`config.mk`:
```
export PLATFORM = sky130hd
export DESIGN_NAME = pli_lerp
export DESIGN_NICKNAME = d
export VERILOG_FILES = /design/src/rtl/pli_pkg.sv /design/src/rtl/pli_lerp.sv
export SDC_FILE = /design/constraint.sdc
export NUM_CORES = 2
export LEC_CHECK = 0
export ABC_AREA = 1
export BUFFER_PORTS_ARGS = -buffer_cell sky130_fd_sc_hd__buf_4
export CORE_MARGIN = 4
export CORE_UTILIZATION = 35
export DETAILED_ROUTE_END_ITERATION = 7
export SYNTH_ARGS = -nofsm -noshare
export SYNTH_HDL_FRONTEND = slang
export SYNTH_SLANG_ARGS = --single-unit
```
`constraint.sdc`:
```
create_clock -name i_clk -period 14.4 [get_ports i_clk]
set_input_delay 2.88 -clock i_clk [delete_from_list [all_inputs] [get_ports i_clk]]
set_output_delay 2.88 -clock i_clk [all_outputs]
set_load 0.005 [all_outputs]
```
`src/rtl/pli_pkg.sv`:
```
// shared types and constants for the piecewise linear interpolator
package pli_pkg;

    // input command codes
    typedef enum logic {
        t_cmd_load = 1'b0,
        t_cmd_eval = 1'b1
    } t_cmd;

    // configuration register addresses (byte)
    localparam logic [2:0] ADDR_POINTS_IN_USE = 3'd0;

    localparam int COORD_W = 32;
    localparam int SEG_W   = 4;
    localparam int CNT_W   = 5;

    // search result handed from the search stage to the divider
    typedef struct packed {
        logic oor;
        logic at_first;
    } t_seg_flags;

endpackage

```
`src/rtl/pli_lerp.sv`:
```
// weighted blend of y0 and y1: two multiplies, sum, floor shift, or y1 as is
module pli_lerp #(
    parameter int FRAC_BITS = 16,
    parameter int IDX_W     = 4
) (
    input  logic                  i_clk,
    input  logic                  i_rst_n,
    input  logic                  i_en,
    input  logic                  i_valid,
    input  logic [FRAC_BITS:0]    i_t,
    input  logic signed [31:0]    i_y0,
    input  logic signed [31:0]    i_y1,
    input  logic [IDX_W-1:0]      i_seg,
    input  pli_pkg::t_seg_flags   i_flags,
    output logic                  o_valid,
    output logic signed [31:0]    o_y,
    output logic [IDX_W-1:0]      o_seg,
    output logic                  o_oor
);
    import pli_pkg::*;

    localparam int PW = 32 + FRAC_BITS + 2;
    localparam logic [FRAC_BITS+1:0] ONE = (FRAC_BITS + 2)'(1) << FRAC_BITS;

    // product stage
    logic                 r_v;
    logic signed [PW-1:0] r_p0, r_p1;
    logic signed [31:0]   r_ysel;
    logic                 r_pass;
    logic [IDX_W-1:0]     r_seg;
    logic                 r_oor;

    logic signed [FRAC_BITS+1:0] w_w0, w_w1;
    assign w_w1 = $signed({1'b0, i_t});
    assign w_w0 = $signed(ONE - {1'b0, i_t});

    always_ff @(posedge i_clk) begin
        if (!i_rst_n) begin
            r_v <= 1'b0;
            o_valid <= 1'b0;
        end else if (i_en) begin
            r_v <= i_valid;
            o_valid <= r_v;
        end
    end

    always_ff @(posedge i_clk) begin
        if (i_en) begin
            r_p0   <= PW'(i_y0 * w_w0);
            r_p1   <= PW'(i_y1 * w_w1);
            r_pass <= i_flags.oor || i_flags.at_first;
            r_ysel <= i_y1;
            r_seg  <= i_seg;
            r_oor  <= i_flags.oor;
        end
    end

    // sum and arithmetic shift (floor)
    logic signed [PW-1:0] w_sum;
    assign w_sum = r_p0 + r_p1;

    always_ff @(posedge i_clk) begin
        if (i_en) begin
            o_y   <= r_pass ? r_ysel : 32'(w_sum >>> FRAC_BITS);
            o_seg <= r_seg;
            o_oor <= r_oor;
        end
    end

endmodule

```
==> out/metrics.csv <==
metric;value;unit
report.final.hold_viol_count;0;
clock-root-buffer;clkbuf_16;
start_util;35.4;%
yosysUniqueCellTypes;47;
routedWlPerCell;19.2;um
cap_violations;0;
die-height;382;um
syn-cell-area;48900;um^2
syn_nets;7556;
dpl.hpwl;126000;um
max_slew_margin;26.1;%
fmax;95.6;MHz
yosysSeqAreaShare;10.6;%
clockBufferDepth;2;
clock_latency;0.50;ns
core_area;138000;um^2
cp_max_fo;37;
grt_pass1_vias;41400;
cp.required;14.63;ns
critPathMostFrequentCell;inv_1;
yosys_warnings;0;
grt_antenna_before_repair;2;
synth-seq-cells;173;
grtUsageTotal;21.3;%
grt_max_degree;68;
h-tree-depth;4;
critPathKind;in -> reg;
io_buffers;128;
drive_above_1_share;4.08;%
crit_buf_inv;11;
cts_resized;0;
slowest_delay;0.76;ns
period_minus_slack;10.46;ns
fp-row-count;136;
dieWidth;382;um
cp-end-kind;flop;
crit_path_start_kind;primary input;
post-route-drc-count;0;
outcome;finished, final reports clean;
synth_top_area_share;42.9;%
num_vias;38800;
drt_pre_antenna_iters;6;
crit_family;adder cells;
ant_nets;0;
postSynthCellCount;6139;
layout_commonest_cell;inv_1;
cts_tree;done;
yosys-top-cells-area;fa_1 43%, inv_1 13%, nand2_1 11%, edfxtp_1 11%, ha_1 7.1%;
ios;129;
crit_path_start;i_t[0];
cts.sinks;173;
cp_data_arrival_time;10.69;ns
worstMarginPinSlew;1.11;ns
setup_violations;0;
place.gp.congestion;0.948;
rsz0062_at_grt;no;
area_delta_synth_final;6.16;%
critical_path.slowest_cell;inv_1;
drv_slew;0;
cts_made_buffers;17;
synth_area_leader_cell;fa_1;
worstReg2RegStart;r_p1[1];
grt_pass1_wl;241000;um
period_share;72.6;%
globalRouteOverflowTotal;0;
hp-start;r_seg[1];
hold_ws;0.429;ns
die_area;146000;um^2
wirelength;153000;um
final_cell_mix;1693 x inv_1, 1484 x nand2_1, 1048 x fa_1;
cts_setup_buffers;0;
syn_area_per_cell;7.96;um^2
num-nets-final;7488;
clk_pin_slew;0.07;ns
drtIter0Drc;2979;
min_path_type;reg -> reg;
setup_tns;0;ns
ctsHoldBuffers;0;
clock-skew-final;0.0162;ns
viasPerCell;4.88;
[synthesized netlist by cell type (all sizes together)]
cell    number
inv       1708
nand2     1493
fa        1048
nor2       485
ha         278
edfxtp     171
a21oi      170
clkbuf     161
nand3      147
o21ai      134
buf         68
xor2        65
nand4       35
xnor2       33
nor3        30
o21bai      20
a31oi       19
a21o        15
a21boi      11
or2         11
o211ai       9
nor4         8
and3         6
nand3b       4
o21a         3
clkinv       2
dfxtp        2
a211oi       1
and2         1
o31ai        1
[worst reg2reg max path: cells and delay by family, from the launching register on]
family                     cells  cell delay (ns)
adders and majority gates      1             0.34
AOI/OAI and AO/OA              2             0.86
buffers and inverters          1             0.05
DFF                            1             0.41
and+or+nand+nor                7             0.98
[final cells by class]
cell class	instances	area (um^2)
Sequential cell	173	5170
Tap cell	1863	2330
Multi-Input combinational cell	4027	36300
Antenna cell	1	2.50
Inverter	1710	6420
Fill cell	14500	86300
Clock buffer	18	429
Clock inverter	14	131
Timing Repair Buffer	142	1070
[state kept, by name, summed over array words and instances, names as in the netlist]
| signal | count |
|---|---|
| o_seg | 4 |
| o_y | 32 |
| r_p0 | 48 |
| r_seg | 4 |
| r_p1 | 48 |
| o_valid | 1 |
| r_pass | 1 |
| o_oor | 1 |
| r_oor | 1 |
| r_v | 1 |
| r_ysel | 32 |
[kinds of logic (layout without fill, tap and decap cells)]
family,Yosys count,after routing,synth area share (%)
compound gates,383,383,4.38
flops,173,173,10.6
buf+inv,1939,1884,15.1
simple gates,2220,2220,18.2
xor+xnor,98,98,1.76
other cells,0,1,0
fa+ha+maj,1326,1326,50.0
[per-stage QoR]
stage                     cells  setup WS [ns]  instance area, um^2  util [%]
after floorplan            6139           5.42                48900         -
final                      7948           3.94                51900      37.6
after global routing       7947           3.66                51900      37.6
after global placement     7915           3.56                51300      37.2
after CTS                  7947           4.21                51900      37.6
after detailed placement   7915           3.63                51300      37.2
[metal layers]
layer	routed length, um	track usage, %	part of all wire (%)	vias to the layer above
met5	0	0	0	-
met4	3370	4.88	2.2	0
met3	10900	3.25	7.2	182
met2	70200	34.4	46	1348
met1	68300	30.3	45	19700
li1	-	-	-	17600
[final timing paths]
check,slack [ns],cells past startpoint,endpoint
min,0.43,0,o_seg[1]
max reg2reg,11.49,11,o_y[0]
max,3.94,29,r_p0[42]
min reg2reg,0.43,0,o_seg[1]
Power is not shown: default switching activity piles up to over one toggle a cycle in this logic, so the estimate is an artifact.
