===== src/rtl/pli_pkg.sv =====
// shared types and constants for the piecewise linear interpolator
package pli_pkg;

    // input command codes
    typedef enum logic {
        t_cmd_load = 1'b0,
        t_cmd_eval = 1'b1
    } t_cmd;

    // configuration register addresses (byte)
    localparam logic [2:0] ADDR_POINTS_IN_USE = 3'd0;

    localparam int COORD_W = 32;
    localparam int SEG_W   = 4;
    localparam int CNT_W   = 5;

    // search result handed from the search stage to the divider
    typedef struct packed {
        logic oor;
        logic at_first;
    } t_seg_flags;

endpackage


===== src/rtl/pli_div.sv =====
// pipelined restoring divider, one quotient bit per stage, payload rides along
module pli_div #(
    parameter int FRAC_BITS = 16,
    parameter int IDX_W     = 4
) (
    input  logic                  i_clk,
    input  logic                  i_rst_n,
    input  logic                  i_en,
    input  logic                  i_valid,
    input  logic [32:0]           i_num,
    input  logic [32:0]           i_den,
    input  logic signed [31:0]    i_y0,
    input  logic signed [31:0]    i_y1,
    input  logic [IDX_W-1:0]      i_seg,
    input  pli_pkg::t_seg_flags   i_flags,
    output logic                  o_valid,
    output logic [FRAC_BITS:0]    o_t,
    output logic signed [31:0]    o_y0,
    output logic signed [31:0]    o_y1,
    output logic [IDX_W-1:0]      o_seg,
    output pli_pkg::t_seg_flags   o_flags
);
    import pli_pkg::*;

    // num < den here so quotient of num*2^F fits in F bits; F steps of one bit
    localparam int ST = FRAC_BITS;

    logic                 r_v   [ST+1];
    logic [33:0]          r_rem [ST+1];
    logic [32:0]          r_den [ST+1];
    logic [FRAC_BITS:0]   r_q   [ST+1];
    logic signed [31:0]   r_y0  [ST+1];
    logic signed [31:0]   r_y1  [ST+1];
    logic [IDX_W-1:0]     r_seg [ST+1];
    t_seg_flags           r_fl  [ST+1];

    always_ff @(posedge i_clk) begin
        if (!i_rst_n) begin
            r_v[0] <= 1'b0;
        end else if (i_en) begin
            r_v[0] <= i_valid;
        end
    end

    always_ff @(posedge i_clk) begin
        if (i_en) begin
            r_rem[0] <= {1'b0, i_num};
            r_den[0] <= i_den;
            r_q[0]   <= '0;
            r_y0[0]  <= i_y0;
            r_y1[0]  <= i_y1;
            r_seg[0] <= i_seg;
            r_fl[0]  <= i_flags;
        end
    end

    for (genvar s = 0; s < ST; s++) begin : g_stage
        logic [34:0] w_sh;
        logic        w_ge;
        assign w_sh = {r_rem[s], 1'b0};
        assign w_ge = w_sh >= {2'b00, r_den[s]};

        always_ff @(posedge i_clk) begin
            if (!i_rst_n) begin
                r_v[s+1] <= 1'b0;
            end else if (i_en) begin
                r_v[s+1] <= r_v[s];
            end
        end

        always_ff @(posedge i_clk) begin
            if (i_en) begin
                r_rem[s+1] <= w_ge ? 34'(w_sh - {2'b00, r_den[s]}) : 34'(w_sh);
                r_q[s+1]   <= {r_q[s][FRAC_BITS-1:0], w_ge};
                r_den[s+1] <= r_den[s];
                r_y0[s+1]  <= r_y0[s];
                r_y1[s+1]  <= r_y1[s];
                r_seg[s+1] <= r_seg[s];
                r_fl[s+1]  <= r_fl[s];
            end
        end
    end

    // num == den (t = one) is flagged beside the divider by the top level
    assign o_valid = r_v[ST];
    assign o_t     = r_q[ST];
    assign o_y0    = r_y0[ST];
    assign o_y1    = r_y1[ST];
    assign o_seg   = r_seg[ST];
    assign o_flags = r_fl[ST];

endmodule


===== config.mk =====
export PLATFORM = sky130hd
export DESIGN_NAME = pli_div
export DESIGN_NICKNAME = d
export VERILOG_FILES = /design/src/rtl/pli_pkg.sv /design/src/rtl/pli_div.sv
export SDC_FILE = /design/constraint.sdc
export NUM_CORES = 2
export LEC_CHECK = 0
export BUFFER_PORTS_ARGS = -buffer_cell sky130_fd_sc_hd__buf_2
export CORE_ASPECT_RATIO = 1.2
export CORE_MARGIN = 8
export CORE_UTILIZATION = 65
export DETAILED_ROUTE_END_ITERATION = 8
export PLACE_DENSITY_LB_ADDON = 0.25
export SLEW_MARGIN = 20
export SYNTH_ARGS = -nofsm -noshare
export SYNTH_HDL_FRONTEND = slang
export SYNTH_SLANG_ARGS = --single-unit

===== constraint.sdc =====
create_clock -name i_clk -period 7.25 [get_ports i_clk]
set_input_delay 0.725 -clock i_clk [delete_from_list [all_inputs] [get_ports i_clk]]
set_output_delay 0.725 -clock i_clk [all_outputs]
set_load 0.1 [all_outputs]

==> results.sh <==
export IMPL_drtPass1Iterations=7
export IMPL_antenna_found_initial=4
export IMPL_start_kind="flop"
export IMPL_cts_made_buffers=223
export IMPL_worst_setup_path_end_kind="flop"
export IMPL_fill_cells=9957
export IMPL_slew_violations=0
export IMPL_std_cell_rows=162
export IMPL_gp_congestion=0.962
export IMPL_final_common_cell="edfxtp_1"
export IMPL_wire_per_inst_um=22.4
export IMPL_grtUsageTotal_pct=25.8
export IMPL_core_mm2=0.162
export IMPL_fin_tns_setup_ps=0
export IMPL_die_area_mm2=0.175
export IMPL_die_w_um=384
export IMPL_numClockSinks=2414
export IMPL_start_util_pct=65.2
export IMPL_cp_arrival_ps=5490
export IMPL_synth_seq_area_share_pct=68.7
export IMPL_stdcell_area_mm2=0.118
export IMPL_synth_area_per_cell_um2=14.0
export IMPL_ir_drop_mv=0.311
export IMPL_period_minus_slack_ps=4880
export IMPL_reg2reg_depth=11
export IMPL_setup_viol=0
export IMPL_leakagePower_uw=0.0457
export IMPL_ys_ff_latch=2414
export IMPL_grt_start_max_net_pins=197
export IMPL_drive_gt1_share_pct=9.62
export IMPL_htreeDepth=4
export IMPL_synthFlopType="edfxtp_1"
export IMPL_die_y_um=457
export IMPL_clkLatencyLatePin_ps=890
export IMPL_syn2layout_area_growth_pct=11.9
export IMPL_startpoint="r_rem[0][479]$_DFFE_PP_"
export IMPL_p_per_area_mw_per_mm2=408
export IMPL_holdCritStartpoint="i_y0[11]"
export IMPL_worst_pin_slew_ps=1180
export IMPL_vias=61200
export IMPL_layout_common_cells="2413 x edfxtp_1, 635 x inv_1, 619 x a21oi_1"
export IMPL_detail_route_wirelength_um=231000
export IMPL_ys_async_sr_fraction_pct=0
export IMPL_finClkSkew_ps=116
export IMPL_drv_cap=0
export IMPL_dp_hpwl_um=151000
export IMPL_clk_pin_slew_ps=70
export IMPL_grt_pass1_vias=62900
export IMPL_synth_edf_count=2413
export IMPL_cts_resized=0
export IMPL_finalNetCount=8644
export IMPL_cts_tree="built"
export IMPL_grt_pass1_wl_um=350000
export IMPL_placed_cell_area_mm2=0.109
export IMPL_synth_nets=8202
export IMPL_synthCells=7520
export IMPL_ys_types=85
export IMPL_max_freq_mhz=205
export IMPL_cts_root_buffer="clkbuf_16"
export IMPL_synth_top_area_cell="edfxtp_1"
export IMPL_hold_path_class="input pin to flop"
export IMPL_ys_warn_count=0
export IMPL_via_per_inst=5.94
export IMPL_required_ps=7860
export IMPL_synthesis_area_mm2=0.105
export IMPL_min_period_over_period_pct=67.3
export IMPL_drc=0
export IMPL_r2r_start="r_rem[0][479]$_DFFE_PP_"
export IMPL_criticalPathCategory="flop to flop"
export IMPL_hold_viol_final=0
export IMPL_overflow=0
export IMPL_rsz0062_at_grt="false"
export IMPL_top_level_ports=228
export IMPL_drt_iter0_markers=4459
export IMPL_ant_nets=0
export IMPL_synth_area_leaders="edfxtp_1 69%, ha_1 6.3%, a21oi_1 2.9%"
export IMPL_slew_headroom_pct=20.1
export IMPL_clockBufferDepth=3
export IMPL_io_buffers=226
export IMPL_status="completed"
export IMPL_cp_max_fo=30
export IMPL_finish_utilization_pct=73.0
export IMPL_holdPathStages=1
export IMPL_yosys_area_top_type_share_pct=68.7
## area by class of cell
type                            count  area (um2)  share of cell area (%)
Timing Repair Buffer              384        2770                    2.34
Inverter                          635        2380                    2.02
Antenna cell                        2        5.00                 0.00424
Multi-Input combinational cell   4304       29800                    25.3
Sequential cell                  2414       72500                    61.4
Clock inverter                    171        2200                    1.87
Tap cell                         2132        2670                    2.26
Clock buffer                      249        5680                    4.81
## kinds of logic (layout without fill, tap and decap cells)
family	Yosys count	after routing	synth area share [%]
other cells	1	3	0.00356
xor+xnor	447	447	3.71
flops	2414	2414	68.7
fa+ha+maj	542	542	6.54
compound gates	1762	1762	10.3
buf+inv	802	1439	3.02
mux	120	120	1.28
simple gates	1432	1432	6.40
## metrics by stage
stage / cells / setup slack (ps) / total power, uW / hold slack, ps
3_5_place_dp: 9756 / 2500 / 35500 / 405
6_report: 10300 / 2370 / 48200 / 57.9
2_1_floorplan: 7520 / 3760 / 31200 / 400
3_3_place_gp: 9756 / 2520 / 35100 / 400
4_1_cts: 10300 / 2410 / 48200 / 3.46
5_1_grt: 10300 / 2220 / 50600 / 23.0
## power breakdown
group | total, uW | switching [uW] | internal (uW)
Combinational | 15900 | 9430 | 6480
Clock | 12400 | 5400 | 7040
Sequential | 19900 | 1260 | 18600
## state kept, by name, indices dropped and copies added, names as in the netlist
name,flops
r_y1,544
r_rem,543
r_seg,68
r_v,17
r_den,528
r_q,136
r_y0,544
r_fl,34
## timing repair
action	in CTS	in global routing
hold buffers	113	0
setup buffers	0	0
hold endpoints to repair	113	0
## Yosys cell counts (all sizes together), types with 8 or more instances
| cell | number |
|---|---|
| fa | 15 |
| edfxtp | 2413 |
| and3 | 74 |
| o221ai | 9 |
| ha | 527 |
| inv | 635 |
| a21o | 276 |
| or3 | 20 |
| and2 | 28 |
| o21ai | 412 |
| mux2 | 117 |
| xor2 | 199 |
| nor4 | 18 |
| nor2 | 379 |
| nor3 | 90 |
| o31a | 11 |
| buf | 71 |
| a221o | 9 |
| o22ai | 8 |
| a211oi | 31 |
| nor2b | 75 |
| o41ai | 8 |
| o311ai | 9 |
| a211o | 17 |
| o21a | 52 |
| nand2b | 78 |
| nand4 | 75 |
| o21bai | 65 |
| a2111oi | 19 |
| o211ai | 28 |
| a31o | 12 |
| clkbuf | 96 |
| xnor2 | 248 |
| a221oi | 13 |
| o31ai | 27 |
| a21oi | 622 |
| a311oi | 8 |
| and4 | 15 |
| nand2 | 450 |
| or2 | 12 |
| a31oi | 60 |
| a21boi | 17 |
| nand3 | 96 |
## worst paths after layout
kind,endpoint,slack [ps]
worst min register to register,r_q[9][1]$_DFFE_PP_,350
worst max-delay path,r_rem[0][511]$_DFFE_PP_,2370
worst max register to register,r_rem[0][511]$_DFFE_PP_,2370
worst min-delay path,r_y0[0][11]$_DFFE_PP_,60
## metal layers
metal	vias up	wire length (um)	GRT usage [%]	share of wire, %
met5	-	0	0	0
met4	0	15400	14.9	6.7
met2	2067	128000	50.4	55
li1	28800	-	-	-
met3	626	9660	3.30	4.2
met1	29600	77900	25.7	34
## worst max-delay path, stage by stage (launching register included)
cell       delay, ps
edfxtp_1         430
ha_1             420
nand2_1          180
a211oi_1         560
o2111ai_1        250
a21boi_0         310
o21a_1           330
o21ai_0          160
a211oi_1         430
a31o_2           690
buf_4            410
mux2_2           400
Note: power is estimated with default switching activity, not from simulation.
