### src/rtl/pli_pkg.sv
// shared types and constants for the piecewise linear interpolator
package pli_pkg;

    // input command codes
    typedef enum logic {
        t_cmd_load = 1'b0,
        t_cmd_eval = 1'b1
    } t_cmd;

    // configuration register addresses (byte)
    localparam logic [2:0] ADDR_POINTS_IN_USE = 3'd0;

    localparam int COORD_W = 32;
    localparam int SEG_W   = 4;
    localparam int CNT_W   = 5;

    // search result handed from the search stage to the divider
    typedef struct packed {
        logic oor;
        logic at_first;
    } t_seg_flags;

endpackage

### src/rtl/pli_search.sv
// knot table with parallel compare and first-hit search, two register stages
module pli_search #(
    parameter int TABLE_POINTS = 16,
    parameter int IDX_W        = 4
) (
    input  logic                        i_clk,
    input  logic                        i_rst_n,
    input  logic                        i_en,
    input  logic                        i_load,
    input  logic [IDX_W-1:0]            i_load_idx,
    input  logic signed [31:0]          i_load_x,
    input  logic signed [31:0]          i_load_y,
    input  logic                        i_valid,
    input  logic signed [31:0]          i_query,
    input  logic [4:0]                  i_points,
    output logic                        o_valid,
    output logic signed [31:0]          o_query,
    output logic signed [31:0]          o_x0,
    output logic signed [31:0]          o_x1,
    output logic signed [31:0]          o_y0,
    output logic signed [31:0]          o_y1,
    output logic [IDX_W-1:0]            o_seg,
    output pli_pkg::t_seg_flags         o_flags
);
    import pli_pkg::*;

    localparam int N_W = $clog2(TABLE_POINTS + 1);

    logic signed [31:0] r_kx [TABLE_POINTS];
    logic signed [31:0] r_ky [TABLE_POINTS];

    // stage a: compare vector
    logic                    r_a_valid;
    logic signed [31:0]      r_a_query;
    logic [TABLE_POINTS-1:0] r_a_hit;
    logic [N_W-1:0]          r_a_n;
    logic [TABLE_POINTS-1:0] n_hit;
    logic [N_W-1:0]          n_n;

    // clamp register to 1..TABLE_POINTS
    always_comb begin
        if (i_points == 5'd0) begin
            n_n = N_W'(1);
        end else if (32'(i_points) > TABLE_POINTS) begin
            n_n = N_W'(TABLE_POINTS);
        end else begin
            n_n = N_W'(i_points);
        end
        for (int k = 0; k < TABLE_POINTS; k++) begin
            n_hit[k] = (i_query <= r_kx[k]) && (k < 32'(n_n));
        end
    end

    // knot writes
    always_ff @(posedge i_clk) begin
        if (i_load && (32'(i_load_idx) < TABLE_POINTS)) begin
            r_kx[i_load_idx] <= i_load_x;
            r_ky[i_load_idx] <= i_load_y;
        end
    end

    always_ff @(posedge i_clk) begin
        if (!i_rst_n) begin
            r_a_valid <= 1'b0;
        end else if (i_en) begin
            r_a_valid <= i_valid;
        end
    end

    always_ff @(posedge i_clk) begin
        if (i_en) begin
            r_a_query <= i_query;
            r_a_hit   <= n_hit;
            r_a_n     <= n_n;
        end
    end

    // stage b: priority pick and knot fetch
    logic [IDX_W-1:0] n_seg;
    logic             n_found;
    always_comb begin
        n_seg   = IDX_W'(r_a_n - N_W'(1));
        n_found = 1'b0;
        for (int k = TABLE_POINTS - 1; k >= 0; k--) begin
            if (r_a_hit[k]) begin
                n_seg   = IDX_W'(k);
                n_found = 1'b1;
            end
        end
    end

    logic [IDX_W-1:0] w_lo;
    assign w_lo = (n_seg == '0) ? '0 : n_seg - IDX_W'(1);

    logic                r_b_valid;
    always_ff @(posedge i_clk) begin
        if (!i_rst_n) begin
            r_b_valid <= 1'b0;
        end else if (i_en) begin
            r_b_valid <= r_a_valid;
        end
    end

    always_ff @(posedge i_clk) begin
        if (i_en) begin
            o_query           <= r_a_query;
            o_x0              <= r_kx[w_lo];
            o_x1              <= r_kx[n_seg];
            o_y0              <= r_ky[w_lo];
            o_y1              <= r_ky[n_seg];
            o_seg             <= n_seg;
            o_flags.oor       <= !n_found;
            o_flags.at_first  <= n_found && (n_seg == '0);
        end
    end

    assign o_valid = r_b_valid;

endmodule

### config.mk
export PLATFORM = sky130hd
export DESIGN_NAME = pli_search
export DESIGN_NICKNAME = d
export VERILOG_FILES = /design/src/rtl/pli_pkg.sv /design/src/rtl/pli_search.sv
export SDC_FILE = /design/constraint.sdc
export NUM_CORES = 2
export LEC_CHECK = 0
export CORE_MARGIN = 2
export CORE_UTILIZATION = 35
export CTS_BUF_LIST = sky130_fd_sc_hd__clkbuf_4
export CTS_CLUSTER_SIZE = 10
export DETAILED_ROUTE_END_ITERATION = 8
export DONT_BUFFER_PORTS = 1
export SYNTH_ARGS = -nofsm -noshare
export SYNTH_HDL_FRONTEND = slang
export SYNTH_SLANG_ARGS = --single-unit
### constraint.sdc
create_clock -name i_clk -period 7.5 [get_ports i_clk]
set_clock_uncertainty 0.15 [all_clocks]
set_input_delay 1.125 -clock i_clk [delete_from_list [all_inputs] [get_ports i_clk]]
set_output_delay 1.125 -clock i_clk [all_outputs]
set_load 0.005 [all_outputs]
==> impl.org <==
** Status
- Result of the run :: completed

** Critical path
- In this run the worst setup path begins at r_a_hit[15]$_DFFE_PP_.
- Capture point of the worst reg-to-reg path :: o_x0[9]$_DFFE_PP_
- By startpoint and endpoint, the worst setup path is classified as reg2reg.
- Kind of launch point of the worst setup path :: flip-flop
- The worst register-to-register path begins at r_a_hit[15]$_DFFE_PP_.
- STA puts the critical path data required time at around 8.4 ns.
- Slack of the worst reg-to-reg path :: ~1.4 ns
- For the worst flop-to-flop path, the logic depth is 14.
- Along the worst path, the maximum fanout reaches between 100 and 150.
- Critical path data arrival time :: slightly below 7 ns
- End point of the critical path :: o_x0[9]$_DFFE_PP_
- STA classifies the critical path endpoint as a flip-flop.

** GRT
- The initial antenna violation count was 39.
- In the global route stage, overall resource usage came out at 0.271.
- For this run the aggregate overflow at the end of global routing stands at 0.
- Wire length of the first global-routing pass :: between 300000 and 400000 um
- Via count of the first global-routing pass :: approximately 54000
- Maximum number of pins on one net before global-route repair :: between 200 and 250

** Die
- For this configuration, the core starts out at a cell density of 0.351.
- After floorplanning, the core was divided into between 150 and 200 placement rows.
- Ports placed on the boundary :: between 200 and 300
- The die is 445 um wide.
- After floorplanning, the core was sized to cover just under 0.2 mm2.
- Floorplan die area :: a little under 0.2 mm2
- From bottom edge to top edge, the die measures 445 um.

** Final layout
- FF/Latch Area :: between 0.03 and 0.04 mm2
- Cell area after layout :: around 0.076 mm2
- Counting the fill cells in the layout gives about 19000.
- Area overhead of the layout relative to synthesis :: 12.2%
- Number of nets in the final layout :: between 7000 and 8000
- Ratio of cells with drive above 1 in the final layout :: 0.108
- In the final layout, the multi-input gates occupy 0.0276 mm2.

** Timing
- Setup repair after global routing left no endpoint under its margin.
- Dividing the final minimum period by the clock period gives 0.808.
- Hold is met by around 0.16 ns.
- Final count of pins violating max slew :: 0
- Final min period :: ~6 ns
- Final Hold Violating Endpoints :: 0
- At the pin with the least slew margin, the transition time is around 1.4 ns.
- Maximum frequency from static timing analysis :: ~170 MHz
- Setup violations remaining at the end of the flow were counted as 0.
- In this run the tightest slew margin relative to its limit is 0.0457.
- Setup slack closes at about 1.4 ns.
- Adding up every negative setup slack in the final design gives 0 ns.

** Power and ir drop
- The share of total power dissipated in sequential elements is 0.458.
- Maximum resistive drop on vdd :: between 0.2 and 0.25 mV
- Of the total power, the share spent switching nets is 0.314.
- Net switching power :: 5690 uW
- The analysis attributes to cell leakage a power of approximately 0.029 uW.
- Internal power comes to roughly 12000 uW.
- Power spread over the standard cell area amounts to around 240 mW/mm2.
- The share of total power dissipated in the clock network is 0.350.
- The share of total power dissipated in combinational logic is 0.192.

** Route
- Residual DRC count :: 0
- The count of nets left with antenna violations once routing finished came out at 0.
- Vias per inst :: ~6.2
- Vias :: around 57000
- Total Wirelength :: between 200000 and 300000 um
- After detailed routing, the average wire length per cell comes to 30.3 um.
- Before antenna repair, the detailed router went through 7 iterations.
- In this run, the number of DRC markers left after iteration 0 of detailed routing was roughly 7700.

** Clock tree
- Setup repair bufs after CTS :: 0
- TritonCTS built the clock tree.
- Clock transition at path regs :: 0.06 ns
- Master cell of the clock root buffer :: sky130_fd_sc_hd__clkbuf_4
- Hold buffers post-CTS :: 111
- H-Tree Depth :: 5
- In this run, CTS created clock tree buffers numbering 357.
- Number of sinks on the clock net :: between 1000 and 1500
- Once the clock tree was built, the resizer swapped 0 gates to a different size.
- CTS max path bufs :: 4
- Clock latency on the worst-skew pair :: 1.41 ns

** Synth
- By count the netlist is led by sky130_fd_sc_hd__edfxtp_1 (1242), sky130_fd_sc_hd__nand2_1 (817), sky130_fd_sc_hd__inv_1 (517), sky130_fd_sc_hd__ha_1 (514), sky130_fd_sc_hd__a21oi_1 (272).
- In this run, synthesis inferred between 1000 and 1500 flip-flops with an integrated enable.
- Distinct cell type count of the synthesized netlist :: 78
- Yosys reg bits :: around 1200
- Area share of the largest cell type after synthesis :: 0.547
- In the post-synthesis netlist, the cell with the most instances is sky130_fd_sc_hd__edfxtp_1.
- Prevailing post-synth register cell :: sky130_fd_sc_hd__edfxtp_1
- After synthesis the cells add up to around 0.068 mm2.
- Dividing the synthesized area by the synthesized cell count gives around 11 um2.
- The synthesized design spends more area on one cell type than any other, namely sky130_fd_sc_hd__edfxtp_1.
- After synthesis, the share of flip-flops with an asynchronous set or reset is 0.
- After technology mapping, the gate count stands at between 6000 and 7000.
- Number of nets produced by synthesis :: between 6000 and 7000
- Yosys Warn Count :: 0
- Proportion of synthesized chip area in sequential cells :: 0.547
- By area the synthesized netlist is led by sky130_fd_sc_hd__edfxtp_1 (55%), sky130_fd_sc_hd__ha_1 (9.4%), sky130_fd_sc_hd__nand2_1 (4.5%).

** Placement
- Detailed placement finished with a half-perimeter wire length of about 170000 um.
- The congestion estimate from routability-driven global placement came to a little under 1.
- DP Worst Slack :: between 1.5 and 2 ns
- In this run the tool buffered the top-level ports with 0 buffer cells.
- Total cell area at the placement stage :: approximately 0.07 mm2

** Worst hold path
- Worst hold path startpoint :: i_points[0]
- Worst hold-check path type :: in2reg

** Job
- The tool flagged a number of max-cap violations equal to 0.
kinds of logic after synthesis:
family	Yosys count	share of synthesized area
buf+inv	885	0.0520
flops	1244	0.547
fa+ha+maj	514	0.0943
compound gates	1578	0.158
xor+xnor	4	0.000514
simple gates	1782	0.121
mux	177	0.0266
worst min path at each step:
stage / endpoint / slack, ns / depth (start not counted)
2_1_floorplan: o_query[0]$_DFFE_PP_ / 0.25 / 0
3_3_place_gp: o_query[0]$_DFFE_PP_ / 0.25 / 0
3_5_place_dp: o_query[29]$_DFFE_PP_ / 0.26 / 0
4_1_cts: r_a_hit[9]$_DFFE_PP_ / 0.02 / 4
5_1_grt: r_a_hit[6]$_DFFE_PP_ / 0.09 / 3
6_report: r_a_hit[6]$_DFFE_PP_ / 0.16 / 3
per-layer routing:
| metal | share of wire | GRT usage | up-vias |
|---|---|---|---|
| li1 | - | - | 24149 |
| met1 | 0.37 | 0.336 | 27301 |
| met2 | 0.44 | 0.417 | 4124 |
| met3 | 0.11 | 0.0733 | 973 |
| met4 | 0.070 | 0.174 | 30 |
| met5 | 0.00069 | 0 | - |
state kept, by name (all words and copies together) (netlist names), 32 cells and up:
signal,cells
o_y0,32
r_kx,512
o_x0,32
o_query,32
o_y1,32
o_x1,32
r_a_query,32
r_ky,512
power groups by stage:
stage               Combinational [uW]  Clock (uW)  Sequential [uW]
floorplan                         2110           0             8270
global placement                  3140           0             8440
detailed placement                3200           0             8440
CTS                               3380        6440             8300
global route                      3670        6760             8310
finish                            3480        6320             8290
critical path: stages, from the launching register on:
cell and delay [ns]:
sky130_fd_sc_hd__edfxtp_1 0.42, sky130_fd_sc_hd__nand2b_1 0.17, sky130_fd_sc_hd__a221oi_1 0.55, sky130_fd_sc_hd__o21a_4 0.66
sky130_fd_sc_hd__nor2_4 0.13, sky130_fd_sc_hd__inv_8 0.48, sky130_fd_sc_hd__ha_2 0.28, sky130_fd_sc_hd__buf_4 0.38
sky130_fd_sc_hd__buf_4 0.49, sky130_fd_sc_hd__a32oi_4 0.22, sky130_fd_sc_hd__buf_12 0.36, sky130_fd_sc_hd__o22ai_1 0.41
sky130_fd_sc_hd__o22a_1 0.18, sky130_fd_sc_hd__a31oi_1 0.04, sky130_fd_sc_hd__or4_1 0.52
placed cells by master (no fill, tap or decap), drive strengths merged, types with 8 or more instances in the layout:
cell type	n
a2111oi	9
a211oi	172
a21boi	17
a21o	129
a21oi	274
a311o	54
a311oi	67
a31oi	119
and3	82
buf	91
bufinv	8
clkbuf	496
clkinv	85
diode	18
dlygate4sd3	110
edfxtp	1242
ha	514
inv	524
mux2	36
mux2i	141
nand2	818
nand2b	21
nand3	197
nand4	98
nor2	189
nor2b	41
nor3	210
nor4	16
o211ai	118
o21a	21
o21ai	177
o221ai	46
o22a	62
o22ai	259
or3	24
or4	64
metrics by stage:
step	utilization	instances	power (uW)
2_1_floorplan	-	6184	10400
3_3_place_gp	0.365	8451	11600
3_5_place_dp	0.366	8451	11600
4_1_cts	0.394	9155	18100
5_1_grt	0.394	9171	18700
6_report	0.394	9174	18100
final cells by class:
type                            count  share of cell area
Sequential cell                  1244               0.488
Multi-Input combinational cell   4055               0.361
Clock buffer                      496              0.0487
Tap cell                         2542              0.0416
Timing Repair Buffer              201              0.0265
Inverter                          521              0.0257
Clock inverter                     97             0.00774
Antenna cell                       18            0.000589
Power figures use the tool's default switching activity.
